[src/hw/rtl/tle_pkg.sv]
package tle_pkg;

  // Default geometry of the screen
  localparam int DEF_LINE_WIDTH = 80;
  localparam int DEF_ROW_COUNT  = 64;

  // Field widths of the channels
  localparam int KEY_W    = 8;
  localparam int CHAR_W   = 8;
  localparam int COLOUR_W = 8;
  localparam int RROW_W   = 6;
  localparam int RCOL_W   = 7;
  localparam int WORD_W   = CHAR_W + COLOUR_W;

  // Key codes
  localparam logic [KEY_W-1:0] KEY_BACKSPACE = 8'h08;
  localparam logic [KEY_W-1:0] KEY_DELETE    = 8'h7F;
  localparam logic [KEY_W-1:0] KEY_LEFT      = 8'h1B;
  localparam logic [KEY_W-1:0] KEY_RIGHT     = 8'h1A;
  localparam logic [KEY_W-1:0] KEY_HOME      = 8'h02;
  localparam logic [KEY_W-1:0] KEY_END       = 8'h03;
  localparam logic [KEY_W-1:0] KEY_RETURN    = 8'h0D;

  // Cell contents after reset
  localparam logic [CHAR_W-1:0]   SPACE_CHAR   = 8'h20;
  localparam logic [COLOUR_W-1:0] COLOUR_RESET = 8'h0F;

  // Key classes seen by the controller
  localparam int KCLS_W = 3;
  localparam logic [KCLS_W-1:0] KC_CHAR  = 3'd0;
  localparam logic [KCLS_W-1:0] KC_BACK  = 3'd1;
  localparam logic [KCLS_W-1:0] KC_DEL   = 3'd2;
  localparam logic [KCLS_W-1:0] KC_LEFT  = 3'd3;
  localparam logic [KCLS_W-1:0] KC_RIGHT = 3'd4;
  localparam logic [KCLS_W-1:0] KC_HOME  = 3'd5;
  localparam logic [KCLS_W-1:0] KC_END   = 3'd6;
  localparam logic [KCLS_W-1:0] KC_RET   = 3'd7;

  // Commands from the controller to the datapath
  typedef struct packed {
    logic item_load;
    logic clr_wr;
    logic rd_cell;
    logic shift_rd;
    logic shift_left;
    logic scan_load_up;
    logic scan_load_down;
    logic scan_load_last;
    logic scan_inc;
    logic scan_dec;
    logic end_rd;
    logic end_set;
    logic col_dec;
    logic col_inc;
    logic col_zero;
    logic row_next;
    logic ins_wr;
    logic out_load;
  } dp_cmd_t;

  // Status from the datapath to the controller
  typedef struct packed {
    logic              clr_last;
    logic              mode;
    logic [KCLS_W-1:0] kcls;
    logic              col_zero;
    logic              col_last;
    logic              scan_eq_x;
    logic              scan_last;
    logic              scan_zero;
    logic              end_hit;
    logic              out_free;
  } dp_stat_t;

  function automatic logic [KCLS_W-1:0] key_class(input logic [KEY_W-1:0] key);
    logic [KCLS_W-1:0] cls;
    unique case (key)
      KEY_BACKSPACE: cls = KC_BACK;
      KEY_DELETE:    cls = KC_DEL;
      KEY_LEFT:      cls = KC_LEFT;
      KEY_RIGHT:     cls = KC_RIGHT;
      KEY_HOME:      cls = KC_HOME;
      KEY_END:       cls = KC_END;
      KEY_RETURN:    cls = KC_RET;
      default:       cls = KC_CHAR;
    endcase
    return cls;
  endfunction

endpackage

[src/hw/rtl/tle_ctrl.sv]
module tle_ctrl (
  input  logic               clk,
  input  logic               rst_n,
  input  logic               in_valid,
  output logic               in_ready,
  input  tle_pkg::dp_stat_t  stat,
  output tle_pkg::dp_cmd_t   cmd
);
  import tle_pkg::*;

  localparam logic [3:0] S_CLEAR    = 4'd0;
  localparam logic [3:0] S_IDLE     = 4'd1;
  localparam logic [3:0] S_DECODE   = 4'd2;
  localparam logic [3:0] S_SHL      = 4'd3;
  localparam logic [3:0] S_SHL_RUN  = 4'd4;
  localparam logic [3:0] S_SHL_TAIL = 4'd5;
  localparam logic [3:0] S_SHR_RUN  = 4'd6;
  localparam logic [3:0] S_SHR_TAIL = 4'd7;
  localparam logic [3:0] S_INS      = 4'd8;
  localparam logic [3:0] S_END_RUN  = 4'd9;
  localparam logic [3:0] S_END_TAIL = 4'd10;
  localparam logic [3:0] S_DONE     = 4'd11;

  logic [3:0] state_r, state_nxt;

  assign in_ready = (state_r == S_IDLE);

  // Sequence the work of one request
  always_comb begin
    state_nxt = state_r;
    cmd       = '0;
    unique case (state_r)
      S_CLEAR: begin
        cmd.clr_wr = 1'b1;
        if (stat.clr_last) state_nxt = S_IDLE;
      end
      S_IDLE: begin
        if (in_valid) begin
          cmd.item_load = 1'b1;
          state_nxt     = S_DECODE;
        end
      end
      S_DECODE: begin
        state_nxt = S_DONE;
        if (stat.mode) begin
          cmd.rd_cell = 1'b1;
        end else begin
          unique case (stat.kcls)
            KC_BACK: begin
              if (!stat.col_zero) begin
                cmd.col_dec = 1'b1;
                state_nxt   = S_SHL;
              end
            end
            KC_DEL:   state_nxt = S_SHL;
            KC_LEFT:  cmd.col_dec = !stat.col_zero;
            KC_RIGHT: cmd.col_inc = !stat.col_last;
            KC_HOME:  cmd.col_zero = 1'b1;
            KC_END: begin
              cmd.scan_load_last = 1'b1;
              state_nxt          = S_END_RUN;
            end
            KC_RET: begin
              cmd.row_next = 1'b1;
              cmd.col_zero = 1'b1;
            end
            default: begin
              if (stat.col_last) begin
                state_nxt = S_INS;
              end else begin
                cmd.scan_load_down = 1'b1;
                state_nxt          = S_SHR_RUN;
              end
            end
          endcase
        end
      end
      S_SHL: begin
        if (stat.col_last) begin
          state_nxt = S_DONE;
        end else begin
          cmd.scan_load_up = 1'b1;
          state_nxt        = S_SHL_RUN;
        end
      end
      // Read each cell right of the cursor; the datapath writes it one place left
      S_SHL_RUN: begin
        cmd.shift_rd   = 1'b1;
        cmd.shift_left = 1'b1;
        if (stat.scan_last) state_nxt = S_SHL_TAIL;
        else                cmd.scan_inc = 1'b1;
      end
      S_SHL_TAIL: state_nxt = S_DONE;
      // Read from the cell before the last down to the cursor; each is written one place right
      S_SHR_RUN: begin
        cmd.shift_rd = 1'b1;
        if (stat.scan_eq_x) state_nxt = S_SHR_TAIL;
        else                cmd.scan_dec = 1'b1;
      end
      S_SHR_TAIL: state_nxt = S_INS;
      S_INS: begin
        cmd.ins_wr  = 1'b1;
        cmd.col_inc = !stat.col_last;
        state_nxt   = S_DONE;
      end
      // Search leftward for the last non-space cell
      S_END_RUN: begin
        if (stat.end_hit) begin
          cmd.end_set = 1'b1;
          state_nxt   = S_DONE;
        end else begin
          cmd.end_rd = 1'b1;
          if (stat.scan_zero) state_nxt = S_END_TAIL;
          else                cmd.scan_dec = 1'b1;
        end
      end
      S_END_TAIL: begin
        if (stat.end_hit) cmd.end_set  = 1'b1;
        else              cmd.col_zero = 1'b1;
        state_nxt = S_DONE;
      end
      S_DONE: begin
        if (stat.out_free) begin
          cmd.out_load = 1'b1;
          state_nxt    = S_IDLE;
        end
      end
      default: state_nxt = S_IDLE;
    endcase
  end

  always_ff @(posedge clk) begin
    if (!rst_n) state_r <= S_CLEAR;
    else        state_r <= state_nxt;
  end

endmodule

[config.mk]
export PLATFORM = sky130hd
export DESIGN_NAME = tle_ctrl
export DESIGN_NICKNAME = d
export VERILOG_FILES = /design/src/hw/rtl/tle_pkg.sv /design/src/hw/rtl/tle_ctrl.sv
export SDC_FILE = /design/constraint.sdc
export NUM_CORES = 1
export LEC_CHECK = 0
export BUFFER_PORTS_ARGS = -buffer_cell sky130_fd_sc_hd__buf_2
export CAP_MARGIN = 5
export CORE_MARGIN = 2
export CORE_UTILIZATION = 40
export DETAILED_ROUTE_END_ITERATION = 6
export GPL_ROUTABILITY_DRIVEN = 0
export PLACE_DENSITY = 0.7
export SYNTH_ARGS = -nofsm -noshare
export SYNTH_HDL_FRONTEND = slang
export SYNTH_SLANG_ARGS = --single-unit
[constraint.sdc]
create_clock -name clk -period 2.3 [get_ports clk]
set_input_delay 0.115 -clock clk [delete_from_list [all_inputs] [get_ports clk]]
set_output_delay 0.115 -clock clk [all_outputs]
set_load 0.1 [all_outputs]
Yosys cells after proc, flatten, opt, wreduce, memory -nomap -nowiden:

Cells that the tools add are included.

* muxes and demuxes: 49
* reduce and logical (&&, ||, !) cells: 10
* eq/ne operators: 24

Operators with widths (number)
* $mux W4: 12
* $pmux W4 S10: 1
* $mux W1: 28
* $eq A4 B3 Y1 const B: 4
* $eq A4 B4 Y1 const B: 4
* $pmux W4 S4: 1
* $eq A3 B3 Y1 const B: 4
* $ne A2 B2 Y1 const B: 5
* $eq A4 B2 Y1 const B: 2
* $pmux W1 S2: 4
* $reduce_or A7 Y1: 1
* $eq A3 B2 Y1 const B: 2
* $mux W2: 3
* $reduce_and A6 Y1: 1
* $reduce_or A2 Y1: 3
* $eq A4 B1 Y1 const B: 1
* $logic_not A4 Y1: 1
* $reduce_or A4 Y1: 1
* $eq A3 B1 Y1 const B: 1
* $ne A3 B3 Y1 const B: 1
* $reduce_or A3 Y1: 1
* $logic_not A1 Y1: 2

* bits of input ports: 15
* output and inout bits: 19
* flip-flop bits (word level): 4

Logic depth before layout (Yosys ltp):

* depth in word-level cells: 5
* depth in mapped cells: 6
* mapped depth without buffers: 4

Worst setup path before layout:

OpenSTA, ideal clock, no wires.

* path type: register -> register
* start point: reg state_r[3]
* end point: reg state_r[2]
* setup slack: -1.765 ns
* library setup time: 0.071 ns
* arrival: 3.994 ns
* clock period less this slack: 4.065 ns
* cell stages (with the launch flop): 6
* cells stage by stage: dfxtp_1 > buf_2 > nor2_1 > nand3_1 > nor4_1 > o21a_1

* cells in the longest elaborated chain, start to end: 3
* elaborated cells between the ends (all ways): 21

RTL lines
* start, declared: RTL line tle_ctrl.sv:24 `logic [3:0] state_r, state_nxt;`
* start signal, assigned: RTL line tle_ctrl.sv:134 `else state_r <= state_nxt;`
* $eq A4 B4 Y1, or another cell as far along: RTL line tle_ctrl.sv:32 `unique case (state_r)`
* $reduce_or A3 Y1 (no source line), or another cell as far along
* $pmux W4 S10 or $reduce_and A6 Y1 (tied branches)

Parallel ways exist; a longest one is shown, timed or not.
A chain may end at the register's enable or synchronous reset.

==> summary.md <==
| Metric | Value |
|---|---|
| Share of synthesized registers carrying an async set or reset | `0%` |
| Post-Synthesis Net Count | `112` |
| Count of flip-flops with a built-in enable after synthesis | `0` |
| Number of instances in the synthesized netlist | `97` |
| Number of input and output port buffers inserted | `33` |
| Depth of the CTS H-tree | `1` |
| Power density cells | `1140 mW/mm^2` |
| Vias per cell | `5.68` |
| Hold slack | `0.194 ns` |
| Number of global-route vias before repair | `661` |
| Largest registers | `state_r: 4 flops` |
| Worst Setup Start Kind | `flop` |
| Biggest register | `state_r` |
| Max IR drop VDD | `0.000803 V` |
| Global-route total usage across every layer | `19.7%` |
| Starting Density | `42.5%` |
| DRC viols | `0` |
| Final antenna-violating net count | `0` |
| Clk Tree Root Cell | `clkbuf_4` |
| Diodes inserted | `0` |
| Number of buffers added by the clock tree synthesis step | `3` |
| Area growth from synthesis to layout | `49.0%` |
| I/O pin total | `34` |
| CTS clk-pin slew, worst paths | `0.03 ns` |
| Maximum clock frequency | `0.490 GHz` |
| Overall die width | `44.0 um` |
| CTS tree | `built` |
| Start-to-end type of the worst setup path | `flop to output port` |
| Register-to-register setup slack | `0.61 ns` |
| Routed length per instance | `12.4 um` |
| CP top delay family | `flip-flops` |
| Longest Clk Path Bufs | `2` |
| Stage delay of the slowest cell on the critical path | `0.76 ns` |
| Detailed Route Iter0 Violations | `13` |
| Avg Synthesized Cell Area | `6.60 sq um` |
| Placeable core area | `0.00151 sq mm` |
| Setup repair bufs after CTS | `0` |
| Setup skew after layout | `0.00498 ns` |
| Max capacitance violation total | `0` |
| Leftover overflow at the end of global routing | `0` |
| Number of logic stages on the critical path including buffering | `3` |
| CTS Hold Bufs | `0` |
| Number of cell rows | `14` |
| Count of distinct cell types in the synthesized netlist | `36` |
| First-pass GRT wire length | `2880 um` |
| Synth Flop Type | `dfxtp_1` |
| Critical Path Start | `state_r[2]` |
| Crit-path slowest cell | `dfxtp_1` |
| Critical path, cell by cell | `nand2b_1 -> nor4_4 -> buf_2` |
| Drt first pass iters | `5` |
| PnR worst setup slack | `0.258 ns` |
| Slew margin rel. | `53.1%` |
| Height of the chip | `44.0 um` |
| Standby leakage power | `0.417 nW` |
| Number of setup violations in the final report | `0` |
| Capture point of the critical path | `cmd[9]` |
| Number of hold violations in the final report | `0` |
| Period Utilization, post-route | `88.8%` |
| CP Data Arrival Time | `1.93 ns` |
| Routed vias | `818` |
| Type of the tightest min-delay check | `input port to flop` |
| Post-layout minimum cycle time | `2.04 ns` |
| Post-cts resize count | `0` |
| Setup TNS Final | `0 ns` |
| Flip-flop count of the largest register, all copies and words added | `4` |
| Count of final max-slew check failures | `0` |
| Reg-to-reg endpoint | `state_r[1]` |
| Worst Setup Slack post-DPL | `0.504 ns` |
| Data required time at the worst endpoint | `2.18 ns` |
| Die Area | `0.00194 sq mm` |
| Crit path buf inv count | `1` |
| Mapped Area | `641 sq um` |
| Slew at the pin with the worst max-slew slack | `0.702 ns` |
| Initial antenna violation count | `0` |
| Insertion delay to the later sink of the worst-skew pair | `0.24 ns` |
| Yosys Warn Count | `0` |
| Clock Sink Count | `4` |
| Portion of the post-synthesis area used by sequential elements | `12.5%` |
| Detailed Place HPWL | `1380 um` |
| Critical Path Sink Type | `output port` |
| Setup repair after global routing missed its margin | `no` |
| Result of the run | `finished clean` |
| Flops & latches, synth | `4` |
| Peak fanout along the critical path | `20` |
| Largest net degree at the start of global routing | `21` |
| Launch instance of the worst register-to-register path | `state_r[2]` |
| Register-to-Register Path Depth | `4` |
| Fraction of layout instances using a drive strength above 1 | `42.2%` |
| Post-layout net count | `145` |
| Routed wire length | `1790 um` |
==> Yosys cell counts, types with 2 or more instances <==
cell      number  area share (%)
inv_1          2             1.2
nand2b_1       7             6.8
o21ai_0        2             1.6
a21oi_1        6             4.7
and3_1         3             2.9
o21a_1         3             3.5
nand4_1        2             2.0
nor4_1         4             3.9
o21ai_1        2             1.6
nor2_1         6             3.5
mux2i_1        2             3.1
nor3_1         9             7.0
buf_2          3             2.3
a21o_1         2             2.3
nand4b_1       2             2.7
clkbuf_1       3             1.8
nand3_1        2             1.6
nor3b_1        6             7.0
and2_1         2             2.0
dfxtp_1        4              13
nand2_1        7             4.1
or4_1          2             2.3
nor2b_1        3             2.9
==> worst min-delay path by stage <==
stage	from	to	slack, ns	depth (start not counted)
floorplan	rst_n	state_r[2]	0.23	1
global placement	rst_n	state_r[2]	0.43	2
detailed placement	rst_n	state_r[2]	0.43	2
CTS	rst_n	state_r[2]	0.19	2
global route	rst_n	state_r[2]	0.19	2
finish	rst_n	state_r[2]	0.19	2
==> cell usage in the layout (no fill, tap or decap), types with 3 or more instances in the layout <==
cell type / instances
nor4_4: 3
and3_1: 3
nor3b_1: 6
nor3_1: 4
buf_4: 3
buf_2: 31
nand2_1: 7
a21oi_1: 5
nand2b_1: 7
nor2_1: 6
nor3_4: 3
nor2b_1: 3
dfxtp_1: 4
clkbuf_4: 3
==> cell type report <==
type / instances / area (sq um)
clock buffer: 3 / 22.5
fill: 152 / 552
inverter: 3 / 11.3
multi-input combinational: 82 / 603
sequential: 4 / 80.1
tap: 16 / 20.0
timing repair buffer: 36 / 218
==> stage by stage <==
| stage | cells | util [%] | total power [mW] | cell area, sq um |
|---|---|---|---|---|
| after floorplan | 97 | - | 0.873 | 736 |
| after global placement | 141 | 61.9 | 0.992 | 932 |
| after detailed placement | 141 | 61.9 | 1.00 | 932 |
| after CTS | 144 | 63.4 | 1.09 | 955 |
| after global routing | 144 | 63.4 | 1.16 | 955 |
| final | 144 | 63.4 | 1.09 | 955 |
==> where the power goes <==
| group | total (mW) | internal, mW | switching, mW | leakage [nW] |
|---|---|---|---|---|
| Clock | 0.0867 | 0.0583 | 0.0284 | 0.0138 |
| Sequential | 0.127 | 0.0918 | 0.0356 | 0.0328 |
| Combinational | 0.871 | 0.241 | 0.631 | 0.371 |
| Total | 1.09 | 0.391 | 0.695 | 0.417 |
==> metal layers <==
layer  routed length, um  GRT usage (%)  vias up  share of wire [%]
li1                    -              -      421                  -
met1                 808           27.3      358                 45
met2                 818           29.4       39                 46
met3                 160           6.12        0                9.0
met4                   0           5.45        0                  0
met5                   0              0        -                  0
==> cells by family (layout without fill, tap and decap cells) <==
group | after synthesis | after routing | share of synthesized area [%]
AOI/OAI and AO/OA | 22 | 22 | 23.2
buffers and inverters | 11 | 42 | 8.20
DFF | 4 | 4 | 12.5
muxes | 2 | 2 | 3.13
and+or+nand+nor | 58 | 58 | 52.9
Note: power is estimated with default switching activity, not from simulation.
